File: src/sv/assert_macros.svh
// Assertion macros shared by the RTL of the normal basis check.
// Uses clk and rst_n of the including module.
`ifndef ASSERT_MACROS_SVH
`define ASSERT_MACROS_SVH

// Clocked implication check, off during reset.
`define GNB_ASSERT(label, prop, msg) \
  label: assert property (@(posedge clk) disable iff (!rst_n) prop) else $error(msg);

// Next-cycle check, off during reset.
`define GNB_ASSERT_NEXT(label, ante, cons, msg) \
  label: assert property (@(posedge clk) disable iff (!rst_n) (ante) |=> (cons)) \
    else $error(msg);

`endif

File: src/sv/gnb_pkg.sv
// Package for the Gaussian normal basis check: default widths and codes.
// No dependencies.
package gnb_pkg;

  localparam int unsigned DEGREE_BITS_DEF = 12;
  localparam int unsigned TYPE_BITS_DEF   = 8;

  // What the shared divider is working on.
  typedef enum logic [1:0] {
    PH_TRIAL = 2'd0,
    PH_QUOT  = 2'd1,
    PH_GCD   = 2'd2
  } phase_t;

  typedef enum logic [7:0] {
    S_IDLE   = 8'b0000_0001,
    S_SETUP  = 8'b0000_0010,
    S_BOUND  = 8'b0000_0100,
    S_TRIAL  = 8'b0000_1000,
    S_DIV    = 8'b0001_0000,
    S_DIVEND = 8'b0010_0000,
    S_ORDER  = 8'b0100_0000,
    S_OUT    = 8'b1000_0000
  } state_t;

endpackage

File: src/sv/gaussian_normal_basis_check_core.sv
// Decides whether GF(2^m) has a type-t Gaussian normal basis. One word in, one word out;
// the core takes a new word only when idle and the result has been taken. With
// PW = DEGREE_BITS + TYPE_BITS and p = t*m + 1, a word passes through setup, then a
// trial division by each odd divisor (up to 2^(ceil(bits(p)/2) - 1) - 1 of them), then
// the order search (k steps, up to p - 1), then a division for t*m/k and one for each
// gcd step, then output, where the word stays while the result is stalled. A word refused
// at setup goes straight to output. A single restoring divider, one quotient bit per
// cycle, serves the trial division, the quotient and the gcd; the order search dominates
// at the default widths.
// Depends on gnb_pkg and assert_macros.svh.
`include "assert_macros.svh"

module gaussian_normal_basis_check_core
  import gnb_pkg::*;
#(
  parameter int unsigned DEGREE_BITS = DEGREE_BITS_DEF,
  parameter int unsigned TYPE_BITS   = TYPE_BITS_DEF
) (
  input  logic                   clk,
  input  logic                   rst_n,
  input  logic                   in_valid,
  output logic                   in_stall,
  input  logic [DEGREE_BITS-1:0] in_degree,
  input  logic [TYPE_BITS-1:0]   in_basis_type,
  output logic                   out_valid,
  input  logic                   out_stall,
  output logic                   out_exists
);

  localparam int unsigned PW = DEGREE_BITS + TYPE_BITS;
  localparam int unsigned LW = $clog2(PW + 1);
  localparam int unsigned CW = $clog2(PW);

  state_t state_r, state_nxt;
  phase_t phase_r, phase_nxt;

  logic [DEGREE_BITS-1:0] m_r, m_nxt;
  logic [TYPE_BITS-1:0]   t_r, t_nxt;
  logic [PW-1:0]          tm_r, tm_nxt;
  logic [PW-1:0]          p_r, p_nxt;
  logic [PW-1:0]          bound_r, bound_nxt;
  logic [PW-1:0]          d_r, d_nxt;
  logic [PW-1:0]          u_r, u_nxt;
  logic [PW-1:0]          k_r, k_nxt;
  logic                   exists_r, exists_nxt;

  // shared divider
  logic [PW-1:0] n_r, n_nxt;    // dividend in, quotient out
  logic [PW-1:0] dv_r, dv_nxt;  // divisor
  logic [PW-1:0] rem_r, rem_nxt;
  logic [CW-1:0] cnt_r, cnt_nxt;

  logic [PW:0]   div_sh;
  logic [PW:0]   div_diff;
  logic [PW:0]   u_dbl;
  logic [PW:0]   u_red;
  logic [LW-1:0] p_len;
  logic [LW-1:0] half_len;
  logic [PW-1:0] tm_prod;
  logic          div_last;

  assign tm_prod  = PW'(t_r) * PW'(m_r);
  assign div_sh   = {rem_r, n_r[PW-1]};
  assign div_diff = div_sh - {1'b0, dv_r};
  assign u_dbl    = {u_r, 1'b0};
  assign u_red    = u_dbl - {1'b0, p_r};
  assign div_last = (state_r == S_DIV) && (cnt_r == CW'(PW - 1));

  always_comb begin
    p_len = '0;
    for (int i = 0; i < PW; i++) begin
      if (p_r[i]) begin
        p_len = LW'(i + 1);
      end
    end
  end

  // ceil(p_len / 2) without overflowing LW bits
  assign half_len = (p_len >> 1) + LW'(p_len[0]);

  always_comb begin
    state_nxt  = state_r;
    phase_nxt  = phase_r;
    m_nxt      = m_r;
    t_nxt      = t_r;
    tm_nxt     = tm_r;
    p_nxt      = p_r;
    bound_nxt  = bound_r;
    d_nxt      = d_r;
    u_nxt      = u_r;
    k_nxt      = k_r;
    exists_nxt = exists_r;
    n_nxt      = n_r;
    dv_nxt     = dv_r;
    rem_nxt    = rem_r;
    cnt_nxt    = cnt_r;

    unique case (state_r)
      S_IDLE: begin
        if (in_valid) begin
          m_nxt     = in_degree;
          t_nxt     = in_basis_type;
          state_nxt = S_SETUP;
        end
      end
      S_SETUP: begin
        tm_nxt = tm_prod;
        p_nxt  = tm_prod + PW'(1);
        // multiple of 8, type zero, or even p: no basis
        if (m_r[2:0] == 3'd0 || t_r == '0 || tm_prod[0]) begin
          exists_nxt = 1'b0;
          state_nxt  = S_OUT;
        end else begin
          state_nxt = S_BOUND;
        end
      end
      S_BOUND: begin
        bound_nxt = PW'(1) << half_len;
        d_nxt     = PW'(3);
        state_nxt = S_TRIAL;
      end
      S_TRIAL: begin
        if (d_r > bound_r) begin
          // p is prime; p >= 3 so 2 mod p is 2
          u_nxt     = PW'(2);
          k_nxt     = PW'(1);
          state_nxt = S_ORDER;
        end else begin
          n_nxt     = p_r;
          dv_nxt    = d_r;
          rem_nxt   = '0;
          cnt_nxt   = '0;
          phase_nxt = PH_TRIAL;
          state_nxt = S_DIV;
        end
      end
      S_DIV: begin
        if (!div_diff[PW]) begin
          rem_nxt = div_diff[PW-1:0];
          n_nxt   = {n_r[PW-2:0], 1'b1};
        end else begin
          rem_nxt = div_sh[PW-1:0];
          n_nxt   = {n_r[PW-2:0], 1'b0};
        end
        cnt_nxt = cnt_r + CW'(1);
        if (cnt_r == CW'(PW - 1)) begin
          state_nxt = S_DIVEND;
        end
      end
      S_DIVEND: begin
        unique case (phase_r)
          PH_TRIAL: begin
            if (rem_r == '0) begin
              exists_nxt = 1'b0;
              state_nxt  = S_OUT;
            end else begin
              d_nxt     = d_r + PW'(2);
              state_nxt = S_TRIAL;
            end
          end
          PH_QUOT: begin
            // gcd(h, m), h = t*m/k is never zero
            dv_nxt    = PW'(m_r);
            rem_nxt   = '0;
            cnt_nxt   = '0;
            phase_nxt = PH_GCD;
            state_nxt = S_DIV;
          end
          PH_GCD: begin
            if (rem_r == '0) begin
              exists_nxt = (dv_r == PW'(1));
              state_nxt  = S_OUT;
            end else begin
              n_nxt     = dv_r;
              dv_nxt    = rem_r;
              rem_nxt   = '0;
              cnt_nxt   = '0;
              state_nxt = S_DIV;
            end
          end
          default: begin
            state_nxt = S_IDLE;
          end
        endcase
      end
      S_ORDER: begin
        if (u_r == PW'(1)) begin
          n_nxt     = tm_r;
          dv_nxt    = k_r;
          rem_nxt   = '0;
          cnt_nxt   = '0;
          phase_nxt = PH_QUOT;
          state_nxt = S_DIV;
        end else begin
          u_nxt = u_red[PW] ? u_dbl[PW-1:0] : u_red[PW-1:0];
          k_nxt = k_r + PW'(1);
        end
      end
      S_OUT: begin
        if (!out_stall) begin
          state_nxt = S_IDLE;
        end
      end
      default: begin
        state_nxt = S_IDLE;
      end
    endcase
  end

  always_ff @(posedge clk) begin
    if (!rst_n) begin
      state_r <= S_IDLE;
      phase_r <= PH_TRIAL;
      cnt_r   <= '0;
    end else begin
      state_r <= state_nxt;
      phase_r <= phase_nxt;
      cnt_r   <= cnt_nxt;
    end
  end

  always_ff @(posedge clk) begin
    m_r      <= m_nxt;
    t_r      <= t_nxt;
    tm_r     <= tm_nxt;
    p_r      <= p_nxt;
    bound_r  <= bound_nxt;
    d_r      <= d_nxt;
    u_r      <= u_nxt;
    k_r      <= k_nxt;
    exists_r <= exists_nxt;
    n_r      <= n_nxt;
    dv_r     <= dv_nxt;
    rem_r    <= rem_nxt;
  end

  assign in_stall   = (state_r != S_IDLE);
  assign out_valid  = (state_r == S_OUT);
  assign out_exists = exists_r;

  `GNB_ASSERT(a_out_blocks_in, out_valid |-> in_stall, "input taken while result pending")
  `GNB_ASSERT(a_div_nonzero, (state_r == S_DIV) |-> (dv_r != '0), "divide by zero")
  `GNB_ASSERT(a_order_range, (state_r == S_ORDER) |-> (u_r < p_r), "order residue out of range")
  `GNB_ASSERT(a_trial_odd, (state_r == S_TRIAL) |-> d_r[0], "even trial divisor")
  `GNB_ASSERT(a_yes_from_gcd, (out_valid && out_exists) |-> (phase_r == PH_GCD), "yes without gcd")
  `GNB_ASSERT_NEXT(a_div_len, div_last, state_r == S_DIVEND, "divider ran long")

endmodule

File: config.mk
export PLATFORM = sky130hd
export DESIGN_NAME = gaussian_normal_basis_check_core
export DESIGN_NICKNAME = d
export VERILOG_FILES = /design/src/sv/gnb_pkg.sv /design/src/sv/gaussian_normal_basis_check_core.sv
export VERILOG_INCLUDE_DIRS = /design/src /design/src/sv
export SDC_FILE = /design/constraint.sdc
export NUM_CORES = 1
export LEC_CHECK = 0
export BUFFER_PORTS_ARGS = -buffer_cell sky130_fd_sc_hd__buf_2
export CAP_MARGIN = 20
export CORE_MARGIN = 1.5
export CORE_UTILIZATION = 58
export DETAILED_ROUTE_END_ITERATION = 8
export GPL_TIMING_DRIVEN = 0
export PLACE_DENSITY = 0.77
export SLEW_MARGIN = 20
export SYNTH_ARGS = -nofsm -noshare
export SYNTH_HDL_FRONTEND = slang
export SYNTH_SLANG_ARGS = --single-unit
export TNS_END_PERCENT = 5
File: constraint.sdc
create_clock -name clk -period 5.7 [get_ports clk]
set_clock_uncertainty 0.2 [all_clocks]
set_input_delay 0.57 -clock clk [delete_from_list [all_inputs] [get_ports clk]]
set_output_delay 0.57 -clock clk [all_outputs]
set_load 0.05 [all_outputs]
# Yosys cells after proc, flatten, opt, wreduce, memory -nomap -nowiden
# Cells that the tools add are included.
# Widths: inputs -> output; s select.
[word_totals] wordCells=147 regBits=216 in_bits=24 out_inout_bits=3
[classes] multipliers=1 n_reduce_logical=20 n_shift=1 n_lt_le_gt_ge=1 muxes=71 eq_ne=31 addsub=7
[ops] op="$mux 20" count=18
[ops] op="$pmux 20 s2" count=5
[ops] op="$pmux 20 s4" count=2
[ops] op="$mux 5" count=21
[ops] op="$pmux 8 s8" count=1
[ops] op="$pmux 20 s3" count=1
[ops] op="$mux 8" count=7
[ops] op="$sub 21x20->21" count=2
[ops] op="$add 20x1->20 const B" count=2
[ops] op="$eq 20x1->1 const B" count=2
[ops] op="$pmux 8 s3" count=1
[ops] op="$add 20x2->20 const B" count=1
[ops] op="$gt 20x20->1" count=1
[ops] op="$logic_not 20->1" count=1
[ops] op="$mul 8x12->20" count=1
[ops] op="$pmux 5 s4" count=1
[ops] op="$reduce_and 5->1" count=4
[ops] op="$shl 1x5->20 const A" count=1
[ops] op="$ne 2x2->1 const B" count=9
[ops] op="$pmux 5 s2" count=1
[ops] op="$ne 3x3->1 const B" count=3
[ops] op="$eq 8x1->1 const B" count=1
[ops] op="$eq 8x2->1 const B" count=1
[ops] op="$eq 8x3->1 const B" count=1
[ops] op="28 further kinds" count=44

# Logic depth before layout (Yosys ltp)
[depth] word_depth=22 ltp_mapped=21 depth_no_buf=19

# Worst setup path before layout
# No wires, ideal clock.
[synth_timing] path_type="register to register" start="reg d_r[18]" end="reg cnt_r[0]" setup_slack_ps=217 setup_ps=133 stages_incl_launch_ff=11 arrival_time_ps=5150 synth_period_minus_slack_ps=5483 n_path_buf=0 required_ps=5367 path_cell_list="edfxtp_1 > ha_1 > and3_1 > nand4_1 > or3_1 > o21ai_0 > a221oi_1 > o21ai_1 > nor3_1 > xnor2_1 > nor2_1"
[synth_via] elab_chain_cells=3
[synth_rtl] item="from (decl)" line_no="gaussian_normal_basis_check_core.sv:42" text="logic [PW-1:0] d_r, d_nxt;"
[synth_rtl] item="from (signal assigned)" line_no="gaussian_normal_basis_check_core.sv:228" text="d_r <= d_nxt;"
[synth_rtl] item="$gt 20x20->1" line_no="gaussian_normal_basis_check_core.sv:123" text="if (d_r > bound_r) begin"
[synth_rtl] item="$ne 2x2->1 (no line)"
[synth_rtl] item="$reduce_and 5->1 (no line)"
[synth_rtl] item="to (signal assigned)" line_no="gaussian_normal_basis_check_core.sv:218" text="cnt_r <= cnt_nxt;"
[synth_rtl] item="to (decl)" line_no="gaussian_normal_basis_check_core.sv:51" text="logic [CW-1:0] cnt_r, cnt_nxt;"
# Every way passes these cells.
# A chain may end at the register's enable or synchronous reset.

# Worst setup path after layout
[layout_timing] start="reg t_r[6]" end="reg p_r[18], data pin"
[layout_via] elab_chain_cells=2
[layout_rtl] item="from (decl)" line_no="gaussian_normal_basis_check_core.sv:38" text="logic [TYPE_BITS-1:0] t_r, t_nxt;"
[layout_rtl] item="from (signal assigned)" line_no="gaussian_normal_basis_check_core.sv:224" text="t_r <= t_nxt;"
[layout_rtl] item="$mul 8x12->20" line_no="gaussian_normal_basis_check_core.sv:62" text="assign tm_prod = PW'(t_r) * PW'(m_r);"
[layout_rtl] item="net tm_prod[10]" line_no="gaussian_normal_basis_check_core.sv:59" text="logic [PW-1:0] tm_prod;"
[layout_rtl] item="$add 20x1->20" line_no="gaussian_normal_basis_check_core.sv:108" text="p_nxt = tm_prod + PW'(1);"
[layout_rtl] item="to (signal assigned)" line_no="gaussian_normal_basis_check_core.sv:226" text="p_r <= p_nxt;"
[layout_rtl] item="to (decl)" line_no="gaussian_normal_basis_check_core.sv:40" text="logic [PW-1:0] p_r, p_nxt;"
# The timed path passes the listed nets, and every way through them passes these cells.

==> results_dict.tcl <==
set metrics [dict create \
    status "completed" \
    nets 1823 \
    fmax_ghz 0.180 \
    area_growth_pct 12.6 \
    powerDensity_mw_per_mm2 385 \
    hp-start "in_degree[5]" \
    cts_made_buffers 24 \
    reg2reg_slack_ns 0.15 \
    ant_nets 0 \
    synth_area_sq_mm 0.0155 \
    min_path_type "in2reg" \
    setup_viol 0 \
    grt_use_total 0.284 \
    gp_congestion 0.928 \
    nFillCells 1972 \
    syn_inst 1540 \
    grt_max_degree 39 \
    drive_gt1_frac 0.108 \
    min_path_cells 1 \
    regToRegStartpoint "t_r[6]" \
    firstDrtPassIters 9 \
    stdcell_count 1983 \
    min_delay_worst_endpoint "m_r[5]" \
    grt_pass1_wl_um 62700 \
    ir_drop_mv 0.376 \
    vias_per_cell 6.16 \
    htree_levels 1 \
    portBuffers 26 \
    grt.overflow.total 0 \
    r2r-end "p_r[18]" \
    grt_pass1_vias 12000 \
    crit_arrival_ns 5.60 \
    wl_per_cell_um 20.2 \
    drv_slew 0 \
    worst-path-max-fanout 6 \
    layout_min_cycle_time_ns 5.55 \
    clk_latency_ns 0.52 \
    post-place-ws_ns -0.391 \
    dieHeight_um 167 \
    synth-edff-count 200 \
    clock_sinks 215 \
    period_share 0.974 \
    worstRegToRegCells 18 \
    antenna_found_initial 0 \
    post-dp-hpwl_um 29500 \
    postSynthAreaPerCell_sq_um 10.1 \
    fp.dieW_um 167 \
    tightest_slew_ns 1.06 \
    max-clock-path-buffers 3 \
    ys.flop_type "edfxtp_1" \
    critPathCaptureType "flip-flop" \
    synth_cell_types 78 \
    drtIter0Drc 1239 \
    fin_ws_ns 0.150 \
    io_pins 27 \
    clk_pin_slew_worst_paths_ns 0.06 \
    dieArea_sq_mm 0.0277 \
    ys_ff_latch 215 \
    crit_type "reg2reg" \
    dp.cells 1911 \
    route.detailed.drc 0 \
    synthArstFlopShare 0 \
    tritoncts "built" \
    wl_um 40000 \
    start_util 0.594 \
    required_ns 5.75 \
    rows 59 \
    num_vias 12200 \
    final-hold-violation-count 0 \
    antenna_cells 0 \
    leakagePower_uw 0.00722 \
    start_kind "flip-flop" \
    root_buffer "clkbuf_16" \
    seq_area_frac_synth 0.406 \
    maxSlewHeadroom 0.286 \
    coreArea_sq_mm 0.0261 \
    yosys_warnings 0 \
    drv_cap 0 \
]
## sequential cells by signal, indices dropped and copies added, names as in the netlist
name	cells
state_r	8
bound_r	20
rem_r	20
dv_r	20
cnt_r	5
u_r	20
phase_r	2
k_r	20
n_r	20
t_r	8
m_r	12
p_r	20
out_exists	1
d_r	19
tm_r	20
## synthesized netlist by cell type, types with 17 or more instances
library cell / number / share of area
edfxtp_1: 200 / 0.39
inv_1: 167 / 0.040
nor2_1: 143 / 0.035
nand2_1: 123 / 0.030
ha_1: 104 / 0.084
and2_1: 81 / 0.033
a21oi_1: 63 / 0.020
fa_1: 62 / 0.080
xnor2_1: 51 / 0.029
o21ai_0: 43 / 0.014
nand3_1: 40 / 0.013
xor2_1: 40 / 0.023
clkbuf_1: 37 / 0.0090
and3_1: 32 / 0.013
nor3_1: 29 / 0.0094
a222oi_1: 28 / 0.018
mux2i_1: 28 / 0.018
a21o_1: 24 / 0.012
nor4_1: 22 / 0.0089
nand4_1: 17 / 0.0069
## placed cells by master, fill, tap and decap left out, types with 7 or more instances in the layout
master | Yosys | layout
ha_1 | 104 | 101
nand3_1 | 40 | 40
nand4_1 | 17 | 17
nor4_1 | 22 | 20
o21ai_0 | 43 | 37
mux2i_1 | 28 | 28
a31oi_1 | 10 | 9
a221oi_1 | 10 | 10
buf_2 | 3 | 32
nand2_1 | 123 | 122
and2_1 | 81 | 79
buf_4 | 2 | 35
a211oi_1 | 11 | 9
inv_1 | 167 | 166
o21a_1 | 10 | 10
or3_1 | 8 | 8
a222oi_1 | 28 | 28
edfxtp_1 | 200 | 200
and3_1 | 32 | 32
a21o_1 | 24 | 24
mux2_2 | 7 | 7
nor2_1 | 143 | 140
fa_1 | 62 | 62
buf_6 | 0 | 7
dfxtp_1 | 15 | 15
a21oi_1 | 63 | 61
nor2b_1 | 16 | 16
xnor2_1 | 51 | 45
nor3_1 | 29 | 27
nand2b_1 | 12 | 12
clkbuf_1 | 37 | 32
xor2_1 | 40 | 37
clkbuf_16 | 0 | 25
## area by class of cell
class	count	area [sq um]	area share
sequential	215	6310	0.361
timing repair buffer	68	503	0.0288
inverter	167	627	0.0359
clock inverter	13	143	0.00816
clock buffer	28	637	0.0364
tap	335	419	0.0240
buffer	45	244	0.0140
multi-input combinational	1112	8600	0.492
## power breakdown
group	leakage, uW	total, uW	internal [uW]	switching (uW)
combinational	0.00490	3150	1370	1790
clock	0.000372	1560	929	635
sequential	0.00195	2020	1960	59.2
## how the worst max path moves through the flow
| stage | startpoint | end | slack, ns | cells past startpoint |
|---|---|---|---|---|
| 5_1_grt | m_r[2] | p_r[18] | -0.06 | 19 |
| 3_5_place_dp | t_r[6] | p_r[19] | -0.39 | 19 |
| 3_3_place_gp | d_r[19] | rem_r[18] | -2.71 | 8 |
| 6_report | t_r[6] | p_r[18] | 0.15 | 18 |
| 4_1_cts | t_r[4] | p_r[19] | 0.03 | 18 |
| 2_1_floorplan | d_r[18] | cnt_r[0] | 0.22 | 10 |
## routing by layer
| metal | vias up | track usage | share of wire |
|---|---|---|---|
| li1 | 5651 | - | - |
| met3 | 94 | 0.0373 | 0.077 |
| met5 | - | 0 | 0 |
| met1 | 5925 | 0.368 | 0.40 |
| met4 | 0 | 0.115 | 0.037 |
| met2 | 553 | 0.484 | 0.49 |
## through the flow
stage / cell area (sq um) / utilization / total power, uW / hold WS, ns / TNS, ns
2_1_floorplan: 15500 / - / 3930 / 0.284 / 0
3_3_place_gp: 16100 / 0.615 / 4430 / 0.299 / -138.01
3_5_place_dp: 16200 / 0.621 / 4510 / 0.311 / -1.27
4_1_cts: 17100 / 0.653 / 6180 / 0.0137 / 0
5_1_grt: 17500 / 0.669 / 7100 / 0.0152 / -0.129
6_report: 17500 / 0.669 / 6740 / 0.0207 / 0
## cell families (layout without fill, tap and decap cells)
family / count (synthesis) / after routing / synth area share
DFF: 215 / 215 / 0.406
muxes: 35 / 35 / 0.0231
and+or+nand+nor: 557 / 557 / 0.182
AOI/OAI and AO/OA: 259 / 259 / 0.118
buffers and inverters: 216 / 321 / 0.0551
xor gates and xnor gates: 91 / 91 / 0.0514
adders and majority gates: 166 / 166 / 0.164
other: 1 / 4 / 0.000242
## worst max-delay path, stage by stage, from the launching register on
cell and delay, ns:
edfxtp_1 0.47, buf_6 0.18, and2_1 0.15, fa_1 0.49, fa_1 0.53, fa_1 0.57
inv_1 0.06, fa_1 0.52, inv_1 0.04, ha_1 0.23, nor3_2 0.26, nor3b_2 0.32
nor2_1 0.11, xor2_2 0.22, and3_1 0.19, buf_2 0.15, nand4_1 0.23, nor4_4 0.23
xor2_1 0.11
## repair_timing
item                       4_1_cts  5_1_grt
pin swaps                        1       13
setup endpoints to repair        9       10
resized for setup               16       45
buffers inserted                 2       33
hold buffers                     0        0
No activity file was read; power rests on OpenSTA's default activity.
